`src/hdl/mft_pkg.sv`:
```
// ----------------------------------------------------------------------------
// mft_pkg
// shared types and constants of the mains frequency tracker
// ----------------------------------------------------------------------------
package mft_pkg;

    localparam int unsigned PERIOD_W    = 32;
    localparam int unsigned FREQ_OUT_W  = 30;
    localparam int unsigned COUNT_W     = 8;
    localparam int unsigned FRAC_BITS   = 10;
    localparam int unsigned PROD_A_W    = 36;
    localparam int unsigned PROD_B_W    = 27;
    localparam int unsigned SPAN_W      = 11;
    localparam int unsigned FREQ_BITS   = 26;

    // serial divider geometry
    localparam int unsigned DIV_W       = 32;
    localparam int unsigned DIV_LOW_W   = 42;
    localparam int unsigned STEP_W      = 6;

    // reciprocals for the constant divisions, exact over the operand ranges
    localparam int unsigned RECIP_W          = 28;
    localparam int unsigned RECIP_1000_SHIFT = 37;
    localparam int unsigned RECIP_10_SHIFT   = 35;

    localparam logic [PERIOD_W-1:0]  PERIOD_RESET   = 32'd1315790;
    localparam logic [FRAC_BITS-1:0] FRAC_SCALE     = 10'd1000;
    // ceil(2^37 / 1000), operand below 2^27
    localparam logic [RECIP_W-1:0]   RECIP_1000     = 28'd137438954;
    // ceil(2^35 / 10), operand below 2^32
    localparam logic [PERIOD_W-1:0]  RECIP_10       = 32'hCCCC_CCCD;
    // 1e9 / 16, exact
    localparam logic [FREQ_BITS-1:0] FREQ_NUM_DIV16 = 26'd62500000;

    typedef struct packed {
        logic                   start;
        logic [DIV_W-1:0]       rem;
        logic [DIV_LOW_W-1:0]   low;
        logic [DIV_W-1:0]       den;
        logic [STEP_W-1:0]      steps;
    } t_div_req;

    typedef struct packed {
        logic                   rising_edge;
        logic [PERIOD_W-1:0]    period_in_use;
        logic                   period_updated;
        logic [PERIOD_W-1:0]    new_period;
        logic [FREQ_OUT_W-1:0]  freq_times10;
        logic                   freq_invalid;
    } t_result;

endpackage

```
`src/hdl/mains_frequency_tracker.sv`:
```
// ----------------------------------------------------------------------------
// mains_frequency_tracker
// line frequency tracking from rising zero crossings of voltage samples
// ----------------------------------------------------------------------------
// Samples enter through a queue-style port: a transfer happens on a rising
// edge with push high and full low. Every sample yields exactly one result,
// read through empty/pop: the oldest result is on the o_ ports while empty is
// low and leaves on a rising edge with pop high.
// i_cfg_we with i_cfg_wdata loads the stored sample period (ns); write it
// only while no sample is in flight.
// The front detects crossings and can take one sample per cycle into a
// two-entry queue while that queue is not full; the back handles one item
// at a time. Constant divisions use reciprocal multiplies; a shared divider
// retires one quotient bit per cycle for the crossing fraction and for 1e9/x:
//   ordinary sample           no divide
//   crossing, no update       adds the 10-bit fraction divide
//   crossing with update      also adds the 26-bit 1e9/x divide,
//                             skipped when the new period is below 10
// Reset clears the crossing history and loads the period with 1315790 ns;
// both queues come up empty. When the receiver stalls, a two-entry result
// queue fills, then the back waits and full rises once the front queue fills.
// ----------------------------------------------------------------------------
module mains_frequency_tracker #(
    parameter int SAMPLE_WIDTH = 32
) (
    input  logic               i_clk,
    input  logic               i_rst_n,
    input  logic               push,
    output logic               full,
    input  logic signed [31:0] i_sample,
    input  logic               i_cfg_we,
    input  logic [31:0]        i_cfg_wdata,
    output logic               empty,
    input  logic               pop,
    output logic               o_rising_edge,
    output logic [31:0]        o_period_in_use,
    output logic               o_period_updated,
    output logic [31:0]        o_new_period,
    output logic [29:0]        o_freq_times10,
    output logic               o_freq_invalid
);

    import mft_pkg::*;

    localparam int ITEM_W = 2 * SAMPLE_WIDTH;
    localparam int RES_W  = $bits(t_result);

    logic              w_mid_push;
    logic              w_mid_full;
    logic              w_mid_pop;
    logic              w_mid_empty;
    logic [ITEM_W-1:0] w_mid_in;
    logic [ITEM_W-1:0] w_mid_out;
    logic              w_res_push;
    logic              w_res_full;
    t_result           w_res_in;
    logic [RES_W-1:0]  w_res_out;
    t_result           w_res;

    mft_front #(
        .SAMPLE_WIDTH (SAMPLE_WIDTH)
    ) u_front (
        .i_clk    (i_clk),
        .i_rst_n  (i_rst_n),
        .i_push   (push),
        .i_sample (i_sample),
        .o_full   (full),
        .i_q_full (w_mid_full),
        .o_q_push (w_mid_push),
        .o_q_item (w_mid_in)
    );

    mft_queue #(
        .WIDTH (ITEM_W),
        .DEPTH (2)
    ) u_mid_queue (
        .i_clk   (i_clk),
        .i_rst_n (i_rst_n),
        .i_push  (w_mid_push),
        .i_data  (w_mid_in),
        .o_full  (w_mid_full),
        .i_pop   (w_mid_pop),
        .o_data  (w_mid_out),
        .o_empty (w_mid_empty)
    );

    mft_back #(
        .SAMPLE_WIDTH (SAMPLE_WIDTH)
    ) u_back (
        .i_clk       (i_clk),
        .i_rst_n     (i_rst_n),
        .i_cfg_we    (i_cfg_we),
        .i_cfg_wdata (i_cfg_wdata),
        .i_mid_item  (w_mid_out),
        .i_mid_empty (w_mid_empty),
        .o_mid_pop   (w_mid_pop),
        .i_res_full  (w_res_full),
        .o_res_push  (w_res_push),
        .o_res_data  (w_res_in)
    );

    mft_queue #(
        .WIDTH (RES_W),
        .DEPTH (2)
    ) u_res_queue (
        .i_clk   (i_clk),
        .i_rst_n (i_rst_n),
        .i_push  (w_res_push),
        .i_data  (w_res_in),
        .o_full  (w_res_full),
        .i_pop   (pop),
        .o_data  (w_res_out),
        .o_empty (empty)
    );

    assign w_res            = t_result'(w_res_out);
    assign o_rising_edge    = w_res.rising_edge;
    assign o_period_in_use  = w_res.period_in_use;
    assign o_period_updated = w_res.period_updated;
    assign o_new_period     = w_res.new_period;
    assign o_freq_times10   = w_res.freq_times10;
    assign o_freq_invalid   = w_res.freq_invalid;

endmodule

```
`src/hdl/mft_queue.sv`:
```
// ----------------------------------------------------------------------------
// mft_queue
// small synchronous fifo with full and empty flags
// ----------------------------------------------------------------------------
module mft_queue #(
    parameter int WIDTH = 8,
    parameter int DEPTH = 2
) (
    input  logic             i_clk,
    input  logic             i_rst_n,
    input  logic             i_push,
    input  logic [WIDTH-1:0] i_data,
    output logic             o_full,
    input  logic             i_pop,
    output logic [WIDTH-1:0] o_data,
    output logic             o_empty
);

    localparam int AW = (DEPTH > 1) ? $clog2(DEPTH) : 1;
    localparam int CW = $clog2(DEPTH + 1);

    logic [WIDTH-1:0] r_mem [DEPTH];
    logic [AW-1:0]    r_wr_ptr;
    logic [AW-1:0]    r_rd_ptr;
    logic [CW-1:0]    r_count;
    logic             w_wr;
    logic             w_rd;

    assign o_full  = (r_count == CW'(DEPTH));
    assign o_empty = (r_count == '0);
    assign w_wr    = i_push & ~o_full;
    assign w_rd    = i_pop & ~o_empty;
    assign o_data  = r_mem[r_rd_ptr];

    always_ff @(posedge i_clk) begin
        if (!i_rst_n) begin
            r_wr_ptr <= '0;
            r_rd_ptr <= '0;
            r_count  <= '0;
        end else begin
            if (w_wr) begin
                r_wr_ptr <= (r_wr_ptr == AW'(DEPTH - 1)) ? '0 : r_wr_ptr + 1'b1;
            end
            if (w_rd) begin
                r_rd_ptr <= (r_rd_ptr == AW'(DEPTH - 1)) ? '0 : r_rd_ptr + 1'b1;
            end
            if (w_wr && !w_rd) begin
                r_count <= r_count + 1'b1;
            end else if (w_rd && !w_wr) begin
                r_count <= r_count - 1'b1;
            end
        end
    end

    always_ff @(posedge i_clk) begin
        if (w_wr) begin
            r_mem[r_wr_ptr] <= i_data;
        end
    end

endmodule

```
`src/hdl/mft_div.sv`:
```
// ----------------------------------------------------------------------------
// mft_div
// restoring divider, one quotient bit per cycle
// ----------------------------------------------------------------------------
module mft_div (
    input  logic                    i_clk,
    input  logic                    i_rst_n,
    input  mft_pkg::t_div_req       i_req,
    output logic                    o_done,
    output logic [mft_pkg::DIV_W-1:0] o_quot
);

    import mft_pkg::*;

    logic                 r_busy;
    logic                 r_done;
    logic [STEP_W-1:0]    r_cnt;
    logic [DIV_W-1:0]     r_rem;
    logic [DIV_LOW_W-1:0] r_low;
    logic [DIV_W-1:0]     r_den;
    logic [DIV_W-1:0]     r_quot;
    logic [DIV_W:0]       w_trial;
    logic [DIV_W:0]       w_diff;
    logic                 w_ge;

    // partial remainder stays below the divisor, so the trial fits one extra bit
    assign w_trial = {r_rem, r_low[DIV_LOW_W-1]};
    assign w_diff  = w_trial - {1'b0, r_den};
    assign w_ge    = (w_trial >= {1'b0, r_den});

    assign o_done = r_done;
    assign o_quot = r_quot;

    always_ff @(posedge i_clk) begin
        if (!i_rst_n) begin
            r_busy <= 1'b0;
            r_done <= 1'b0;
            r_cnt  <= '0;
        end else begin
            r_done <= ~i_req.start & r_busy & (r_cnt == STEP_W'(1));
            if (i_req.start) begin
                r_busy <= 1'b1;
                r_cnt  <= i_req.steps;
            end else if (r_busy) begin
                r_cnt <= r_cnt - 1'b1;
                if (r_cnt == STEP_W'(1)) begin
                    r_busy <= 1'b0;
                end
            end
        end
    end

    always_ff @(posedge i_clk) begin
        if (i_req.start) begin
            r_rem  <= i_req.rem;
            r_low  <= i_req.low;
            r_den  <= i_req.den;
            r_quot <= '0;
        end else if (r_busy) begin
            r_rem  <= w_ge ? w_diff[DIV_W-1:0] : w_trial[DIV_W-1:0];
            r_low  <= {r_low[DIV_LOW_W-2:0], 1'b0};
            r_quot <= {r_quot[DIV_W-2:0], w_ge};
        end
    end

endmodule

```
`src/hdl/mft_front.sv`:
```
// ----------------------------------------------------------------------------
// mft_front
// sample intake and rising zero crossing detection
// ----------------------------------------------------------------------------
module mft_front #(
    parameter int SAMPLE_WIDTH = 32
) (
    input  logic                      i_clk,
    input  logic                      i_rst_n,
    input  logic                      i_push,
    input  logic signed [31:0]        i_sample,
    output logic                      o_full,
    input  logic                      i_q_full,
    output logic                      o_q_push,
    output logic [2*SAMPLE_WIDTH-1:0] o_q_item
);

    logic                    r_have_prev;
    logic [SAMPLE_WIDTH-1:0] r_prev;
    logic [SAMPLE_WIDTH-1:0] w_s;
    logic [SAMPLE_WIDTH-1:0] w_diff;
    logic                    w_edge;
    logic                    w_accept;

    assign w_s      = i_sample[SAMPLE_WIDTH-1:0];
    assign w_accept = i_push & ~i_q_full;
    // previous negative, this one zero or positive
    assign w_edge   = r_have_prev & r_prev[SAMPLE_WIDTH-1] & ~w_s[SAMPLE_WIDTH-1];
    // on a crossing this is the true unsigned distance between the samples
    assign w_diff   = w_s - r_prev;

    assign o_full   = i_q_full;
    assign o_q_push = w_accept;
    assign o_q_item = {w_edge, w_s[SAMPLE_WIDTH-2:0], w_diff};

    always_ff @(posedge i_clk) begin
        if (!i_rst_n) begin
            r_have_prev <= 1'b0;
        end else if (w_accept) begin
            r_have_prev <= 1'b1;
        end
    end

    always_ff @(posedge i_clk) begin
        if (w_accept) begin
            r_prev <= w_s;
        end
    end

endmodule

```
`src/hdl/mft_back.sv`:
```
// ----------------------------------------------------------------------------
// mft_back
// cycle counting, crossing interpolation, period and frequency update
// ----------------------------------------------------------------------------
module mft_back #(
    parameter int SAMPLE_WIDTH = 32
) (
    input  logic                        i_clk,
    input  logic                        i_rst_n,
    input  logic                        i_cfg_we,
    input  logic [31:0]                 i_cfg_wdata,
    input  logic [2*SAMPLE_WIDTH-1:0]   i_mid_item,
    input  logic                        i_mid_empty,
    output logic                        o_mid_pop,
    input  logic                        i_res_full,
    output logic                        o_res_push,
    output mft_pkg::t_result            o_res_data
);

    import mft_pkg::*;

    localparam int ITEM_W       = 2 * SAMPLE_WIDTH;
    localparam int SCALE_PROD_W = PROD_B_W + RECIP_W;
    localparam int TENTH_PROD_W = 2 * PERIOD_W;

    typedef enum logic [7:0] {
        S_IDLE   = 8'b0000_0001,
        S_FRAC   = 8'b0000_0010,
        S_DECIDE = 8'b0000_0100,
        S_MUL    = 8'b0000_1000,
        S_SCALE  = 8'b0001_0000,
        S_TEN    = 8'b0010_0000,
        S_FREQ   = 8'b0100_0000,
        S_OUT    = 8'b1000_0000
    } t_state;

    t_state                  r_state;
    t_state                  n_state;

    logic                    r_counting;
    logic                    r_armed;
    logic [COUNT_W-1:0]      r_count;
    logic [PERIOD_W-1:0]     r_period;
    logic [FRAC_BITS-1:0]    r_cross;
    logic [FRAC_BITS-1:0]    r_lead;

    logic                    r_edge;
    logic [PERIOD_W-1:0]     r_in_use;
    logic                    r_upd;
    logic [PERIOD_W-1:0]     r_newp;
    logic [FREQ_OUT_W-1:0]   r_freq;
    logic                    r_inv;
    logic [PROD_A_W-1:0]     r_prod_a;
    logic [PROD_B_W-1:0]     r_prod_b;
    logic [PROD_B_W-1:0]     r_scaled;

    logic                    w_edge;
    logic [SAMPLE_WIDTH-2:0] w_pos;
    logic [SAMPLE_WIDTH-1:0] w_den;
    logic [DIV_LOW_W-1:0]    w_num;
    logic                    w_counting_n;
    logic                    w_armed_n;
    logic                    w_update;
    logic [SPAN_W-1:0]       w_span;
    logic [SCALE_PROD_W-1:0] w_scaled_prod;
    logic [PROD_A_W:0]       w_sum;
    logic [PERIOD_W-1:0]     w_sat;
    logic [TENTH_PROD_W-1:0] w_tenth_prod;
    logic [DIV_W-1:0]        w_tenth;
    t_div_req                w_div_req;
    logic                    w_div_done;
    logic [DIV_W-1:0]        w_quot;

    assign w_edge = i_mid_item[ITEM_W-1];
    assign w_pos  = i_mid_item[ITEM_W-2 -: (SAMPLE_WIDTH - 1)];
    assign w_den  = i_mid_item[SAMPLE_WIDTH-1:0];
    assign w_num  = DIV_LOW_W'(w_pos) * DIV_LOW_W'(FRAC_SCALE);

    assign w_counting_n = r_counting | r_edge;
    assign w_armed_n    = r_edge ? ~r_armed : r_armed;
    assign w_update     = w_counting_n & w_armed_n;

    // leading plus trailing fraction, 1..1999
    assign w_span = {1'b0, r_lead} + SPAN_W'(FRAC_SCALE) - {1'b0, r_cross};

    // fraction term / 1000 by reciprocal
    assign w_scaled_prod = SCALE_PROD_W'(r_prod_b) * SCALE_PROD_W'(RECIP_1000);

    assign w_sum  = {1'b0, r_prod_a} + (PROD_A_W + 1)'(r_scaled);
    assign w_sat  = (|w_sum[PROD_A_W:PERIOD_W]) ? '1 : w_sum[PERIOD_W-1:0];

    // new period / 10 by reciprocal
    assign w_tenth_prod = TENTH_PROD_W'(r_newp) * TENTH_PROD_W'(RECIP_10);
    assign w_tenth      = DIV_W'(w_tenth_prod >> RECIP_10_SHIFT);

    mft_div u_div (
        .i_clk   (i_clk),
        .i_rst_n (i_rst_n),
        .i_req   (w_div_req),
        .o_done  (w_div_done),
        .o_quot  (w_quot)
    );

    always_comb begin
        n_state    = r_state;
        w_div_req  = '0;
        o_mid_pop  = 1'b0;
        o_res_push = 1'b0;
        case (r_state)
            S_IDLE: begin
                if (!i_mid_empty) begin
                    o_mid_pop = 1'b1;
                    if (w_edge) begin
                        // quotient is below 1000, so ten steps suffice
                        w_div_req.start = 1'b1;
                        w_div_req.rem   = w_num[DIV_LOW_W-1:FRAC_BITS];
                        w_div_req.low   = {w_num[FRAC_BITS-1:0],
                                           {(DIV_LOW_W - FRAC_BITS){1'b0}}};
                        w_div_req.den   = DIV_W'(w_den);
                        w_div_req.steps = STEP_W'(FRAC_BITS);
                        n_state         = S_FRAC;
                    end else begin
                        n_state = S_DECIDE;
                    end
                end
            end
            S_FRAC: begin
                if (w_div_done) begin
                    n_state = S_DECIDE;
                end
            end
            S_DECIDE: begin
                n_state = w_update ? S_MUL : S_OUT;
            end
            S_MUL: begin
                n_state = S_SCALE;
            end
            S_SCALE: begin
                n_state = S_TEN;
            end
            S_TEN: begin
                if (w_tenth == '0) begin
                    n_state = S_OUT;
                end else begin
                    // 1e9 / (16 * q) taken as (1e9 / 16) / q
                    w_div_req.start = 1'b1;
                    w_div_req.low   = {FREQ_NUM_DIV16,
                                       {(DIV_LOW_W - FREQ_BITS){1'b0}}};
                    w_div_req.den   = w_tenth;
                    w_div_req.steps = STEP_W'(FREQ_BITS);
                    n_state         = S_FREQ;
                end
            end
            S_FREQ: begin
                if (w_div_done) begin
                    n_state = S_OUT;
                end
            end
            S_OUT: begin
                if (!i_res_full) begin
                    o_res_push = 1'b1;
                    n_state    = S_IDLE;
                end
            end
            default: begin
                n_state = S_IDLE;
            end
        endcase
    end

    always_ff @(posedge i_clk) begin
        if (!i_rst_n) begin
            r_state    <= S_IDLE;
            r_counting <= 1'b0;
            r_armed    <= 1'b1;
            r_count    <= '0;
            r_period   <= PERIOD_RESET;
            r_cross    <= '0;
            r_lead     <= '0;
        end else begin
            r_state <= n_state;
            if (r_state == S_FRAC && w_div_done) begin
                r_cross <= w_quot[FRAC_BITS-1:0];
            end
            if (r_state == S_DECIDE) begin
                r_counting <= w_counting_n;
                r_armed    <= w_update ? 1'b0 : w_armed_n;
                if (w_counting_n) begin
                    r_lead  <= r_cross;
                    r_count <= w_update ? COUNT_W'(1) : r_count + 1'b1;
                end
            end
            if (i_cfg_we) begin
                r_period <= i_cfg_wdata;
            end else if (r_state == S_SCALE) begin
                r_period <= w_sat;
            end
        end
    end

    always_ff @(posedge i_clk) begin
        if (r_state == S_IDLE && !i_mid_empty) begin
            r_edge   <= w_edge;
            r_in_use <= r_period;
            r_upd    <= 1'b0;
            r_newp   <= '0;
            r_freq   <= '0;
            r_inv    <= 1'b0;
        end
        if (r_state == S_DECIDE && w_update) begin
            r_upd    <= 1'b1;
            r_prod_a <= PROD_A_W'(r_period[PERIOD_W-1:4]) * PROD_A_W'(r_count);
            r_prod_b <= PROD_B_W'(w_span) * PROD_B_W'(r_period[PERIOD_W-1:16]);
        end
        if (r_state == S_MUL) begin
            r_scaled <= PROD_B_W'(w_scaled_prod >> RECIP_1000_SHIFT);
        end
        if (r_state == S_SCALE) begin
            r_newp <= w_sat;
        end
        if (r_state == S_TEN && w_tenth == '0) begin
            r_inv <= 1'b1;
        end
        if (r_state == S_FREQ && w_div_done) begin
            r_freq <= w_quot[FREQ_OUT_W-1:0];
        end
    end

    always_comb begin
        o_res_data.rising_edge    = r_edge;
        o_res_data.period_in_use  = r_in_use;
        o_res_data.period_updated = r_upd;
        o_res_data.new_period     = r_newp;
        o_res_data.freq_times10   = r_freq;
        o_res_data.freq_invalid   = r_inv;
    end

endmodule

```
`config.mk`:
```
export PLATFORM = sky130hd
export DESIGN_NAME = mains_frequency_tracker
export DESIGN_NICKNAME = d
export VERILOG_FILES = /design/src/hdl/mft_pkg.sv /design/src/hdl/mains_frequency_tracker.sv /design/src/hdl/mft_queue.sv /design/src/hdl/mft_div.sv /design/src/hdl/mft_front.sv /design/src/hdl/mft_back.sv
export SDC_FILE = /design/constraint.sdc
export NUM_CORES = 2
export LEC_CHECK = 0
export ABC_CLOCK_PERIOD_IN_PS = 16410
export BUFFER_PORTS_ARGS = -buffer_cell sky130_fd_sc_hd__buf_2
export CAP_MARGIN = 5
export CORE_ASPECT_RATIO = 1.25
export CORE_MARGIN = 5
export CORE_UTILIZATION = 55
export DETAILED_ROUTE_END_ITERATION = 6
export GPL_ROUTABILITY_DRIVEN = 0
export PLACE_DENSITY = 0.71
export SYNTH_ARGS = -nofsm -noshare
export SYNTH_HDL_FRONTEND = slang
export SYNTH_HIERARCHICAL = 1
export SYNTH_SLANG_ARGS = --single-unit
```
`constraint.sdc`:
```
create_clock -name i_clk -period 16.41 [get_ports i_clk]
set_input_delay 0.8205 -clock i_clk [delete_from_list [all_inputs] [get_ports i_clk]]
set_output_delay 0.8205 -clock i_clk [all_outputs]
set_load 0.03 [all_outputs]
```
==> impl_metrics.tcl <==
set metrics [dict create \
    final_core_util_pct 59.0 \
    synth_cells 7231 \
    io_pins 168 \
    worstPathRequired_ns 16.82 \
    ctsHoldBuffers 0 \
    grt_pass1_wl_um 323000 \
    area_growth_pct 6.82 \
    drive_above_1_share_pct 8.49 \
    tns_ns 0 \
    vias_per_cell 5.81 \
    clock.fmax_mhz 95.8 \
    coreArea_mm2 0.142 \
    nets 9352 \
    cts_tree "built" \
    final_hold_viol_count 0 \
    max-slew-margin-rel_pct 14.9 \
    post_cts_buffers 0 \
    routedWlPerCell_um 22.5 \
    maxCapViolations 0 \
    arrival_ns 10.85 \
    ys.warnings.count 6 \
    antenna_found_initial 15 \
    clockBufferDepth 3 \
    dp_slack_ns 6.19 \
    finalWirelength_um 209000 \
    worst_setup_path_end_kind "register" \
    regArea_mm2 0.0215 \
    drtIter0Drc 4153 \
    finalHoldWorstSlack_ns 0.340 \
    grt_overflow 0 \
    die_area_mm2 0.151 \
    grt_use_total_pct 27.9 \
    cts_inserted_buffers 80 \
    path_class "reg -> reg" \
    drv_slew 0 \
    fin_worst_skew_ns 0.0396 \
    worstMarginPinSlew_ns 1.27 \
    grt_max_degree 84 \
    setup_ws_ns 5.97 \
    critical_path.max_fanout 46 \
    dp_hpwl_um 169000 \
    cts-resized-gates 0 \
    multiInputGateArea_mm2 0.0511 \
    grt_pass1_vias 57000 \
    period_needed_ns 10.44 \
    netlist_area_mm2 0.0786 \
    cts_root_buffer "clkbuf_16" \
    rows 155 \
    setup_viol 0 \
    rsz0062_at_grt "false" \
    clock_sinks 757 \
    insertion_delay_ns 0.70 \
    fp.dieW_um 348 \
    finalCritPeriodShare_pct 63.6 \
    ant_nets 0 \
    port_buffers 167 \
    clkTransAtPathRegs_ns 0.06 \
    cts_max_level 3 \
    vias 54000 \
    status "finished clean" \
    syn_avg_cell_area_um2 10.9 \
    drc_errors 0 \
    startpoint_type "register" \
    n_fill_cell 11900 \
    hold_class "in -> reg" \
    chipHeight_um 433 \
    initial_utilization_pct 55.2 \
    drt-pass1-iter-count 6 \
]
==> worst max-delay path, stage by stage (launching register included) <==
cell and delay, ns:
edfxtp_1 0.58, ha_1 0.51, xor2_1 0.60, xor2_1 0.20
fa_1 0.61, fa_1 0.55, fa_1 0.52, fa_1 0.52
fa_1 0.57, inv_1 0.07, fa_1 0.54, inv_1 0.04
ha_1 0.36, and4_1 0.30, nand4_1 0.15, a2111oi_0 1.00
o21ai_0 0.26, mux2_2 0.36, a2bb2oi_1 0.14, and4_1 0.24
nand4_2 0.16, nor3_4 0.50, o21ai_4 0.19, inv_1 0.15
buf_4 0.40, nand2_1 0.10, a2111oi_1 0.48, a211oi_2 0.06
==> flip-flops by register name (all words and copies together), names as in the netlist, 2 cells and up, named ones only <==
register             flops
u_mid_queue/r_mem      128
u_back/r_scaled         18
u_back/r_period         32
u_back/r_newp           32
u_res_queue/r_count      2
u_back/r_freq           30
u_back/u_div/r_rem      32
u_back/u_div/r_den      32
u_back/r_in_use         32
u_res_queue/r_mem      194
u_back/u_div/r_low      42
u_back/u_div/r_cnt       6
u_back/r_prod_b         27
u_back/r_state           8
u_back/u_div/o_quot     30
u_back/r_cross          10
u_back/r_lead           10
u_back/r_prod_a         36
u_mid_queue/r_count      2
u_front/r_prev          32
u_back/r_count           8
==> layer usage <==
layer | wire (um) | vias to the layer above | global-route usage, %
li1 | - | 24200 | -
met1 | 77900 | 27200 | 33.8
met2 | 106000 | 1996 | 48.9
met3 | 13200 | 559 | 4.07
met4 | 12000 | 2 | 13.4
met5 | 7 | - | 0
==> worst paths after layout <==
kind                     startpoint                       end  slack, ns  cells after the start
setup reg to reg   u_back/r_newp[2]    u_back/u_div/r_rem[31]       5.97                     27
hold / removal      i_cfg_wdata[21]       u_back/r_period[21]       0.34                      2
hold reg to reg   u_back/r_freq[29]  u_res_queue/r_mem[0][30]       0.44                      0
setup / recovery   u_back/r_newp[2]    u_back/u_div/r_rem[31]       5.97                     27
==> stage by stage <==
stage	cell area (um^2)	instances
final	84000	9285
after detailed placement	81300	9129
after CTS	83900	9276
after floorplan	78700	7262
after global placement	81300	9129
after global routing	83900	9278
==> final cells by class <==
cell class | instances | share of cell area (%)
Multi-Input combinational cell | 4922 | 60.9
Sequential cell | 757 | 25.6
Inverter | 1344 | 6.01
Tap cell | 1884 | 2.81
Clock buffer | 100 | 2.54
Timing Repair Buffer | 223 | 1.51
Clock inverter | 47 | 0.624
Antenna cell | 8 | 0.0238
==> layout by cell type, fill, tap and decap left out, drive strengths merged, types with 138 or more instances in the layout <==
cell type     n
nand2       489
mux2        206
xnor2       138
a21oi       294
o21ai       185
fa         1014
and2        201
edfxtp      636
ha          941
inv        1348
nor2        243
buf         223
Power is not shown: default switching activity piles up to over one toggle a cycle in this logic, so the estimate is an artifact.
